==> config.mk <==
export PLATFORM = sky130hd
export DESIGN_NAME = cycle_count_timebase_splitter
export DESIGN_NICKNAME = d
export VERILOG_FILES = /design/src/sv/ctsp_pkg.sv /design/src/sv/ctsp_div.sv /design/src/sv/cycle_count_timebase_splitter.sv
export SDC_FILE = /design/constraint.sdc
export NUM_CORES = 2
export LEC_CHECK = 0
export CELL_PAD_IN_SITES_DETAIL_PLACEMENT = 1
export CELL_PAD_IN_SITES_GLOBAL_PLACEMENT = 1
export CORE_UTILIZATION = 53
export DETAILED_ROUTE_END_ITERATION = 10
export DONT_BUFFER_PORTS = 1
export PLACE_DENSITY = 0.92
export SLEW_MARGIN = 30
export SYNTH_ARGS = -nofsm -noshare
export SYNTH_HDL_FRONTEND = slang
export SYNTH_SLANG_ARGS = --single-unit
==> constraint.sdc <==
create_clock -name clk_i -period 12.9 [get_ports clk_i]
set_clock_uncertainty 0.2 [all_clocks]
set_input_delay 0.645 -clock clk_i [delete_from_list [all_inputs] [get_ports clk_i]]
set_output_delay 0.645 -clock clk_i [all_outputs]
set_load 0.05 [all_outputs]
==> src/sv/ctsp_pkg.sv <==
`timescale 1ns / 1ps

package ctsp_pkg;

  localparam int unsigned SampleW   = 32;
  localparam int unsigned ExtW      = 64;
  localparam int unsigned MhzW      = 10;
  localparam int unsigned PartW     = 10;
  localparam int unsigned DivisorW  = 30;
  localparam int unsigned DivCntW   = 6;
  localparam int unsigned ProdW     = 52;
  localparam int unsigned SmallW    = 20;

  localparam logic [MhzW-1:0] ClockMhzReset = MhzW'(168);
  localparam logic [19:0]     UsPerS        = 20'd1000000;
  localparam logic [9:0]      UsPerMs       = 10'd1000;

  typedef enum logic [3:0] {
    S_IDLE,
    S_SEC_GO,
    S_SEC_WAIT,
    S_MS_GO,
    S_MS_WAIT,
    S_US_GO,
    S_US_WAIT,
    S_MUL,
    S_OUT
  } state_e;

  typedef struct packed {
    logic start;
  } div_ctrl_t;

  typedef struct packed {
    logic done;
  } div_stat_t;

endpackage

==> src/sv/ctsp_div.sv <==
`timescale 1ns / 1ps

// restoring divider, one quotient bit per cycle
module ctsp_div (
  input  logic                                 clk_i,
  input  logic                                 rst_ni,
  input  ctsp_pkg::div_ctrl_t                  ctrl_i,
  input  logic [ctsp_pkg::ExtW-1:0]            dividend_i,
  input  logic [ctsp_pkg::DivisorW-1:0]        divisor_i,
  output ctsp_pkg::div_stat_t                  stat_o,
  output logic [ctsp_pkg::ExtW-1:0]            quotient_o,
  output logic [ctsp_pkg::DivisorW-1:0]        remainder_o
);

  logic                               busy_q, busy_d;
  logic                               done_q, done_d;
  logic [ctsp_pkg::DivCntW-1:0]       cnt_q, cnt_d;
  logic [ctsp_pkg::ExtW-1:0]          quo_q, quo_d;
  logic [ctsp_pkg::DivisorW-1:0]      rem_q, rem_d;
  logic [ctsp_pkg::DivisorW-1:0]      dvs_q, dvs_d;
  logic [ctsp_pkg::DivisorW:0]        trial;
  logic [ctsp_pkg::DivisorW:0]        diff;
  logic                               fits;

  always_comb begin
    trial = {rem_q, quo_q[ctsp_pkg::ExtW-1]};
    diff  = trial - {1'b0, dvs_q};
    fits  = trial >= {1'b0, dvs_q};
    busy_d = busy_q;
    done_d = 1'b0;
    cnt_d  = cnt_q;
    quo_d  = quo_q;
    rem_d  = rem_q;
    dvs_d  = dvs_q;
    if (ctrl_i.start) begin
      busy_d = 1'b1;
      cnt_d  = '1;
      quo_d  = dividend_i;
      rem_d  = '0;
      dvs_d  = divisor_i;
    end else if (busy_q) begin
      quo_d = {quo_q[ctsp_pkg::ExtW-2:0], fits};
      rem_d = fits ? diff[ctsp_pkg::DivisorW-1:0] : trial[ctsp_pkg::DivisorW-1:0];
      cnt_d = cnt_q - ctsp_pkg::DivCntW'(1);
      if (cnt_q == '0) begin
        busy_d = 1'b0;
        done_d = 1'b1;
      end
    end
  end

  always_ff @(posedge clk_i or negedge rst_ni) begin
    if (!rst_ni) begin
      busy_q <= 1'b0;
      done_q <= 1'b0;
      cnt_q  <= '0;
    end else begin
      busy_q <= busy_d;
      done_q <= done_d;
      cnt_q  <= cnt_d;
    end
  end

  always_ff @(posedge clk_i) begin
    quo_q <= quo_d;
    rem_q <= rem_d;
    dvs_q <= dvs_d;
  end

  assign stat_o.done = done_q;
  assign quotient_o  = quo_q;
  assign remainder_o = rem_q;

endmodule

==> src/sv/cycle_count_timebase_splitter.sv <==
`timescale 1ns / 1ps

// From input accept to result valid: three divisions (seconds, milliseconds, microseconds),
//   each after its start step, then the multiply and output steps.
// The bit-serial divider is shared by all three divisions; a new word is taken once the last
//   result is registered, even while that result waits downstream.
// Reset (async, active low): clock_mhz = 168, previous sample and wrap count zero.
module cycle_count_timebase_splitter (
  input  logic                               clk_i,
  input  logic                               rst_ni,
  input  logic                               cfg_we_i,
  input  logic [ctsp_pkg::MhzW-1:0]          cfg_wdata_i,
  input  logic                               in_valid_i,
  output logic                               in_stall_o,
  input  logic [ctsp_pkg::SampleW-1:0]       counter_sample_i,
  output logic                               out_valid_o,
  input  logic                               out_stall_i,
  output logic [ctsp_pkg::ExtW-1:0]          extended_cycles_o,
  output logic [ctsp_pkg::SampleW-1:0]       whole_seconds_o,
  output logic [ctsp_pkg::PartW-1:0]         millis_part_o,
  output logic [ctsp_pkg::PartW-1:0]         micros_part_o,
  output logic [ctsp_pkg::ExtW-1:0]          total_micros_o,
  output logic                               wrap_seen_o
);

  ctsp_pkg::state_e                     state_q, state_d;
  ctsp_pkg::div_ctrl_t                  div_ctrl;
  ctsp_pkg::div_stat_t                  div_stat;

  logic [ctsp_pkg::MhzW-1:0]            clock_mhz_q;
  logic [ctsp_pkg::SampleW-1:0]         prev_q;
  logic [ctsp_pkg::SampleW-1:0]         wraps_q;
  logic                                 out_valid_q;

  logic [ctsp_pkg::ExtW-1:0]            ext_q;
  logic                                 wrap_q;
  logic [ctsp_pkg::DivisorW-1:0]        per_s_q;
  logic [ctsp_pkg::SmallW-1:0]          per_ms_q;
  logic [ctsp_pkg::MhzW-1:0]            mhz_q;
  logic [ctsp_pkg::SampleW-1:0]         secs_q;
  logic [ctsp_pkg::DivisorW-1:0]        rem_q;
  logic [ctsp_pkg::PartW-1:0]           ms_q;
  logic [ctsp_pkg::PartW-1:0]           us_q;
  logic [ctsp_pkg::ProdW-1:0]           prod_q;
  logic [ctsp_pkg::SmallW-1:0]          part_q;

  logic [ctsp_pkg::ExtW-1:0]            ext_o_q;
  logic [ctsp_pkg::SampleW-1:0]         secs_o_q;
  logic [ctsp_pkg::PartW-1:0]           ms_o_q;
  logic [ctsp_pkg::PartW-1:0]           us_o_q;
  logic [ctsp_pkg::ExtW-1:0]            total_o_q;
  logic                                 wrap_o_q;

  logic [ctsp_pkg::ExtW-1:0]            div_dividend;
  logic [ctsp_pkg::DivisorW-1:0]        div_divisor;
  logic [ctsp_pkg::ExtW-1:0]            div_quo;
  logic [ctsp_pkg::DivisorW-1:0]        div_rem;

  logic                                 in_take;
  logic                                 out_load;
  logic                                 wrapped;
  logic [ctsp_pkg::SampleW-1:0]         wraps_next;
  logic [ctsp_pkg::MhzW-1:0]            mhz_eff;

  assign in_take    = in_valid_i && (state_q == ctsp_pkg::S_IDLE);
  assign in_stall_o = (state_q != ctsp_pkg::S_IDLE);
  assign out_load   = (state_q == ctsp_pkg::S_OUT) && (!out_valid_q || !out_stall_i);
  assign wrapped    = counter_sample_i < prev_q;
  assign wraps_next = wraps_q + ctsp_pkg::SampleW'(wrapped);
  assign mhz_eff    = (clock_mhz_q == '0) ? ctsp_pkg::MhzW'(1) : clock_mhz_q;

  always_comb begin
    state_d        = state_q;
    div_ctrl.start = 1'b0;
    div_dividend   = ext_q;
    div_divisor    = per_s_q;
    unique case (state_q)
      ctsp_pkg::S_IDLE: begin
        if (in_valid_i) state_d = ctsp_pkg::S_SEC_GO;
      end
      ctsp_pkg::S_SEC_GO: begin
        div_ctrl.start = 1'b1;
        state_d        = ctsp_pkg::S_SEC_WAIT;
      end
      ctsp_pkg::S_SEC_WAIT: begin
        if (div_stat.done) state_d = ctsp_pkg::S_MS_GO;
      end
      ctsp_pkg::S_MS_GO: begin
        div_ctrl.start = 1'b1;
        div_dividend   = ctsp_pkg::ExtW'(rem_q);
        div_divisor    = ctsp_pkg::DivisorW'(per_ms_q);
        state_d        = ctsp_pkg::S_MS_WAIT;
      end
      ctsp_pkg::S_MS_WAIT: begin
        if (div_stat.done) state_d = ctsp_pkg::S_US_GO;
      end
      ctsp_pkg::S_US_GO: begin
        div_ctrl.start = 1'b1;
        div_dividend   = ctsp_pkg::ExtW'(rem_q);
        div_divisor    = ctsp_pkg::DivisorW'(mhz_q);
        state_d        = ctsp_pkg::S_US_WAIT;
      end
      ctsp_pkg::S_US_WAIT: begin
        if (div_stat.done) state_d = ctsp_pkg::S_MUL;
      end
      ctsp_pkg::S_MUL: begin
        state_d = ctsp_pkg::S_OUT;
      end
      ctsp_pkg::S_OUT: begin
        if (out_load) state_d = ctsp_pkg::S_IDLE;
      end
      default: begin
        state_d = ctsp_pkg::S_IDLE;
      end
    endcase
  end

  ctsp_div u_div (
    .clk_i       (clk_i),
    .rst_ni      (rst_ni),
    .ctrl_i      (div_ctrl),
    .dividend_i  (div_dividend),
    .divisor_i   (div_divisor),
    .stat_o      (div_stat),
    .quotient_o  (div_quo),
    .remainder_o (div_rem)
  );

  always_ff @(posedge clk_i or negedge rst_ni) begin
    if (!rst_ni) begin
      state_q     <= ctsp_pkg::S_IDLE;
      clock_mhz_q <= ctsp_pkg::ClockMhzReset;
      prev_q      <= '0;
      wraps_q     <= '0;
      out_valid_q <= 1'b0;
    end else begin
      state_q <= state_d;
      if (cfg_we_i) clock_mhz_q <= cfg_wdata_i;
      if (in_take) begin
        prev_q  <= counter_sample_i;
        wraps_q <= wraps_next;
      end
      if (out_load) begin
        out_valid_q <= 1'b1;
      end else if (!out_stall_i) begin
        out_valid_q <= 1'b0;
      end
    end
  end

  always_ff @(posedge clk_i) begin
    if (in_take) begin
      ext_q    <= {wraps_next, counter_sample_i};
      wrap_q   <= wrapped;
      mhz_q    <= mhz_eff;
      per_s_q  <= ctsp_pkg::DivisorW'(mhz_eff) * ctsp_pkg::DivisorW'(ctsp_pkg::UsPerS);
      per_ms_q <= ctsp_pkg::SmallW'(mhz_eff) * ctsp_pkg::SmallW'(ctsp_pkg::UsPerMs);
    end
    if (div_stat.done) begin
      rem_q <= div_rem;
      unique case (state_q)
        ctsp_pkg::S_SEC_WAIT: secs_q <= div_quo[ctsp_pkg::SampleW-1:0];
        ctsp_pkg::S_MS_WAIT:  ms_q   <= div_quo[ctsp_pkg::PartW-1:0];
        default:              us_q   <= div_quo[ctsp_pkg::PartW-1:0];
      endcase
    end
    if (state_q == ctsp_pkg::S_MUL) begin
      prod_q <= ctsp_pkg::ProdW'(secs_q) * ctsp_pkg::ProdW'(ctsp_pkg::UsPerS);
      part_q <= ctsp_pkg::SmallW'(ms_q) * ctsp_pkg::SmallW'(ctsp_pkg::UsPerMs)
              + ctsp_pkg::SmallW'(us_q);
    end
    if (out_load) begin
      ext_o_q   <= ext_q;
      secs_o_q  <= secs_q;
      ms_o_q    <= ms_q;
      us_o_q    <= us_q;
      total_o_q <= ctsp_pkg::ExtW'(prod_q) + ctsp_pkg::ExtW'(part_q);
      wrap_o_q  <= wrap_q;
    end
  end

  assign out_valid_o       = out_valid_q;
  assign extended_cycles_o = ext_o_q;
  assign whole_seconds_o   = secs_o_q;
  assign millis_part_o     = ms_o_q;
  assign micros_part_o     = us_o_q;
  assign total_micros_o    = total_o_q;
  assign wrap_seen_o       = wrap_o_q;

endmodule

==> After elaboration in Yosys (flattened, before gate mapping) <==
Cells that the tools add are included.
{ "totals": {"input_bits": 47, "regBits": 656, "out_inout_bits": 183, "elab_cells": 94} }
{ "classes": {"n_eq_ne": 14, "mux": 23, "add_sub_neg": 5, "n_mul": 4, "magnitude_cmp": 2, "n_reduce_logical": 17, "bitwise": 1} }
{ "op_table": {"columns": ["operator", "n"], "rows": [
  ["64-bit 2-to-1 mux", 3],
  ["30-bit case mux with 2 select lines", 1],
  ["52-bit by 20-bit adder with 53-bit output", 1],
  ["32-bit by 14-bit multiplier with 46-bit output, second input constant", 1],
  ["4-bit case mux with 9 select lines", 1],
  ["10-bit by 7-bit multiplier with 17-bit output, second input constant", 2],
  ["32-bit by 1-bit adder with 32-bit output", 1],
  ["32-bit less-than comparator", 1],
  ["31-bit by 30-bit >= comparator with 1-bit output", 1],
  ["30-bit 2-to-1 mux", 1],
  ["30-bit subtractor", 1],
  ["10-bit by 14-bit multiplier with 24-bit output, second input constant", 1],
  ["20-bit by 10-bit adder with 20-bit output", 1],
  ["4-bit 2-to-1 mux", 5],
  ["4-bit by 3-bit == test with 1-bit output, second input constant", 4],
  ["6-bit 2-to-1 mux", 2],
  ["10-bit zero test", 1],
  ["10-bit 2-to-1 mux", 1],
  ["1-bit 2-to-1 mux", 9],
  ["4-bit by 2-bit == test with 1-bit output, second input constant", 2],
  ["2-bit by 1-bit inequality test with 1-bit output, second input constant", 4],
  ["6-bit zero test", 1],
  ["2-bit AND reduction", 3],
  ["6-bit by 1-bit subtractor with 6-bit output, second input constant", 1],
  ["13 further kinds", 17]
]} }

==> Logic depth before layout (Yosys ltp) <==
{ "logic_depth": {"depth_word": 5, "ltp_mapped": 23} }

==> Cells and area by module <==
Synthesis repeated with hierarchy kept, for this count alone.
{ "unflattened": {"cells_unflattened": 3287, "area_unflattened_um2": 39848.2} }
{ "by_module_without_submodules": {"columns": ["mod", "area_per_inst_um2", "seq_area_each_um2", "cells_each", "instances"], "rows": [
  ["cycle_count_timebase_splitter", 32725.1, 14863.0, 2684, 1],
  ["ctsp_div", 7123.1, 3623.5, 603, 1]
]} }

==> Worst setup path after synthesis <==
Ideal clock, no wire load.
{ "synth_path": {"kind": "reg2reg", "startpoint": "reg state_q[1]", "endpoint": "reg ext_o_q, in the netlist extended_cycles_o[0], enable pin", "period_less_slack_ps": 9993, "n_path_buf": 1, "arrival_time_ps": 9037, "setup_slack_ps": 2907, "path_stages_with_launch": 5, "cell_sequence": "dfrtp_1 > clkbuf_1 > nor2_1 > nand3b_1 > a21oi_1"} }
{ "synth_between": {"elab_chain_len": 2} }
{ "synth_lines": {"columns": ["element", "line_no", "source"], "rows": [
  ["start, declared", "cycle_count_timebase_splitter.sv:26", "ctsp_pkg::state_e state_q, state_d;"],
  ["start signal, assigned", "cycle_count_timebase_splitter.sv:131", "state_q <= ctsp_pkg::S_IDLE;"],
  ["start signal, assigned", "cycle_count_timebase_splitter.sv:137", "state_q <= state_d;"],
  ["4-bit == test", "cycle_count_timebase_splitter.sv:67", "assign out_load = (state_q == ctsp_pkg::S_OUT) && (!out_valid_q || !out_stall_i);"],
  ["1-bit logical AND", "cycle_count_timebase_splitter.sv:67", null],
  ["via out_load", "cycle_count_timebase_splitter.sv:60", "logic out_load;"],
  ["end signal, assigned", "cycle_count_timebase_splitter.sv:173", "ext_o_q <= ext_q;"],
  ["end, declared", "cycle_count_timebase_splitter.sv:47", "logic [ctsp_pkg::ExtW-1:0] ext_o_q;"]
]} }
The timed path passes the listed nets, and every way through them passes these cells.
A chain may end at the register's enable or synchronous reset.

==> Worst setup path in the final report <==
{ "layout_path": {"startpoint": "reg secs_q[7] (netlist name)", "endpoint": "reg prod_q[45] (netlist name) (data pin)"} }
{ "layout_between": {"elab_chain_len": 1} }
{ "layout_lines": {"columns": ["element", "line_no", "source"], "rows": [
  ["start, declared", "cycle_count_timebase_splitter.sv:40", "logic [ctsp_pkg::SampleW-1:0] secs_q;"],
  ["start signal, assigned", "cycle_count_timebase_splitter.sv:162", "ctsp_pkg::S_SEC_WAIT: secs_q <= div_quo[ctsp_pkg::SampleW-1:0];"],
  ["32-bit by 14-bit multiplier with 46-bit output", "cycle_count_timebase_splitter.sv:168", "prod_q <= ctsp_pkg::ProdW'(secs_q) * ctsp_pkg::ProdW'(ctsp_pkg::UsPerS);"],
  ["end signal, assigned", "cycle_count_timebase_splitter.sv:168", null],
  ["end, declared", "cycle_count_timebase_splitter.sv:44", "logic [ctsp_pkg::ProdW-1:0] prod_q;"]
]} }
No other way between the ends.

==> results.ini <==
[synthesis]
synth_area_um2 = 38500
synth-simple-area-share_pct = 7.06
synthMuxAreaShare_pct = 1.31
async_flop_share_pct = 13.6
synth_top_family_by_area = adder cells
synthAdderAreaFrac_pct = 24.1
ys_seq_elements = 640
syn_avg_cell_area_um2 = 12.3
syn_inst = 3141
synth_xor_area_share_pct = 5.50
synth-main-ff-cell = edfxtp_1
synth_compound_area_share_pct = 9.02
ys_warn_count = 0
synth_edf_count = 523
yosysSeqAreaShare_pct = 48.0
synthDistinctLibCells = 82

[route]
firstDrtPassIters = 6
ant_nets = 0
wl_um = 127000
drc = 0
dr.first_iter.drc_count = 2511
vias_per_cell = 6.40
wl_per_cell_um = 30.1
dr_total_vias = 27000

[hold_path]
hold_start = in_valid_i
hold_path.class = input port to flop
hold_depth = 2
min_to = state_q[0]

[setup_path]
r2r-start = secs_q[7]
cp_max_fo = 6
rrSetupSlack_ps = 5760
cp_cell_sequence = inv_1 > fa_1 > inv_1 > fa_1 > fa_1 > fa_1 > ha_1 > inv_1 > fa_1 > inv_1 > ha_1 > a21o_1 > a21o_1 > a21o_1 > a221o_1 > a31o_1 > a31oi_2 > o31a_1 > nor3_1 > a311o_1
slowest_delay_ps = 600
worstSetupStartpointType = flop
cp_data_arrival_time_ps = 7340
endpoint_kind = flop
crit_top_cell = fa_1
crit_path_top_delay_cell = fa_1
reg2reg_depth = 20
worstPathRequired_ps = 13100
reg2reg_to = prod_q[45]
worstSetupPathType = flop to flop

[placement]
port_buffers = 0
dp_hpwl_um = 76300
gp_congestion = 0.877

[die]
fp.dieH_um = 272
initial_core_util_pct = 53.7
die_area_um2 = 73700
core-area_um2 = 71700
die_w_um = 272
rows = 98
ios = 230

[timing]
hold_viol_final = 0
post-route-period-util_pct = 55.4
setup_tns_ps = 0
holdWs_ps = 20.7
slew_viol_final = 0
slew_headroom_pct = 31.7
rsz0062_at_grt = false
setup_violations = 0
tightest_slew_ps = 1020
finalCriticalPeriod_ps = 7140
max_freq_mhz = 140

[global_routing]
grt_pass1_vias = 29500
grt_util_all_layers_pct = 34.4
grt_max_degree = 112
gr-total-overflow = 0
grt_pass1_wl_um = 190000
antenna_found_initial = 4

[final_layout]
final_common_cell = edfxtp_1
multi_input_area_um2 = 18200
seq_area_um2 = 18500
drive_gt1_share_pct = 5.05
utilization_pct = 59.3
most-common-layout-cells = edfxtp_1, inv_1, ha_1
area_growth_pct = 10.4
layout.nets = 3868
fillerInstances = 7085

[clocking]
clk_latency_ps = 680
cts_buffer_depth = 3
numClockSinks = 640
tritoncts = yes
cts_made_buffers = 70
clkTransAtPathRegs_ps = 70
htree_num_levels = 3
cts_setup_buffers = 0
cts-root-buf = clkbuf_16

[pwr]
ir_drop_uv = 107
p_leak_nw = 18.6
powerDensity_nw_per_um2 = 198

[run]
maxCapViolations = 0

[run_status]
run_status = finished clean

==> synthesized netlist by cell type (3+ instances only) <==
| cell type | n | area (um2) |
|---|---|---|
| a31oi_1 | 12 | 75.1 |
| a21oi_1 | 131 | 656 |
| o221ai_1 | 3 | 26.3 |
| clkbuf_1 | 56 | 210 |
| and3_1 | 26 | 163 |
| nor2_1 | 118 | 443 |
| nor3_2 | 3 | 30.0 |
| nor3_1 | 17 | 85.1 |
| fa_1 | 220 | 4400 |
| ha_1 | 390 | 4880 |
| o31ai_1 | 3 | 22.5 |
| a22oi_1 | 5 | 37.5 |
| o21a_1 | 17 | 128 |
| o31a_1 | 7 | 61.3 |
| nor2b_1 | 16 | 100 |
| nand3_1 | 50 | 250 |
| xnor2_1 | 146 | 1280 |
| nand2b_1 | 20 | 125 |
| xor2_1 | 93 | 815 |
| buf_2 | 3 | 15.0 |
| a22o_1 | 49 | 429 |
| dfxtp_1 | 30 | 601 |
| o21ai_1 | 21 | 105 |
| o21bai_1 | 15 | 113 |
| a211o_1 | 6 | 52.6 |
| o21ai_0 | 142 | 711 |
| dfrtp_1 | 84 | 2100 |
| edfxtp_1 | 523 | 15700 |
| and4_1 | 15 | 131 |
| nand4_1 | 29 | 181 |
| a41oi_1 | 4 | 35.0 |
| a311oi_1 | 3 | 26.3 |
| or3_1 | 4 | 25.0 |
| a211oi_1 | 11 | 82.6 |
| a221o_1 | 4 | 40.0 |
| nand2_1 | 209 | 785 |
| or2_2 | 5 | 31.3 |
| and2_1 | 31 | 194 |
| dfstp_2 | 3 | 78.8 |
| mux2i_1 | 48 | 480 |
| buf_4 | 14 | 105 |
| nor4_1 | 7 | 43.8 |
| o211ai_1 | 5 | 37.5 |
| inv_1 | 414 | 1550 |
| a21o_1 | 78 | 586 |
==> layout make-up <==
cell class / instances / share of cell area (%)
flip-flops and latches: 640 / 43.5
repair buffers: 65 / 1.57
clock buffers: 94 / 4.57
multi-input cells: 2019 / 42.8
well taps: 950 / 2.80
diodes: 2 / 0.0118
inverters: 415 / 3.68
clock inverters: 36 / 1.07
==> critical path: cells and delay by family (launching register included) <==
kind            cells  cell delay [ps]
compound gates      8             2180
fa+ha+maj           7             3390
buf+inv             4              470
flops               1              560
simple gates        1               70
==> layer usage <==
layer  GRT usage, %  up-vias  wire length [um]
met1           38.3    13700             44200
met3           6.81      561              9430
li1               -    11100                 -
met5              0        -                23
met2           60.5     1635             64000
met4           21.8        4              9450
==> logic make-up (layout without fill, tap and decap cells) <==
family / after synthesis / count (layout)
DFF: 640 / 640
adders and majority gates: 610 / 610
and+or+nand+nor: 566 / 566
AOI/OAI and AO/OA: 542 / 542
buffers and inverters: 492 / 610
xor gates and xnor gates: 240 / 240
muxes: 50 / 50
other: 1 / 13
==> registers in the layout, indices dropped and copies added, names as in the netlist, 32 cells and up <==
| name | count |
|---|---|
| u_div.quotient_o | 64 |
| secs_q | 32 |
| prod_q | 46 |
| extended_cycles_o | 64 |
| whole_seconds_o | 32 |
| wraps_q | 32 |
| total_micros_o | 53 |
| prev_q | 32 |
| ext_q | 64 |
==> how the worst max path moves through the flow <==
stage / to / slack [ps] / depth (start not counted) / start
after floorplan: extended_cycles_o[0] / 2910 / 4 / state_q[1]
after global placement: prod_q[45] / 6380 / 20 / secs_q[7]
after detailed placement: prod_q[45] / 6090 / 20 / secs_q[7]
after CTS: prod_q[45] / 5900 / 20 / secs_q[7]
after global routing: prod_q[45] / 5580 / 20 / secs_q[7]
final: prod_q[45] / 5760 / 20 / secs_q[7]
==> timing repair <==
item | 4_1_cts | 5_1_grt
gates resized for setup | 0 | 0
hold buffers | 46 | 0
hold endpoints to repair | 162 | 0
==> power breakdown <==
| group | total [W] | switching, W | internal, W |
|---|---|---|---|
| Sequential | 0.00323 | 0.000390 | 0.00284 |
| Combinational | 0.00300 | 0.00189 | 0.00112 |
| Clock | 0.00219 | 0.00100 | 0.00119 |
==> per-stage QoR <==
step,std cells,instance area (um2),worst slack [ps],total power [W]
floorplan,3151,38500,2910,0.00508
global placement,4041,39600,6380,0.00559
detailed placement,4041,39600,6090,0.00590
CTS,4217,42400,5900,0.00819
global route,4219,42500,5580,0.00871
finish,4221,42500,5760,0.00842
Note: power is estimated with default switching activity, not from simulation.
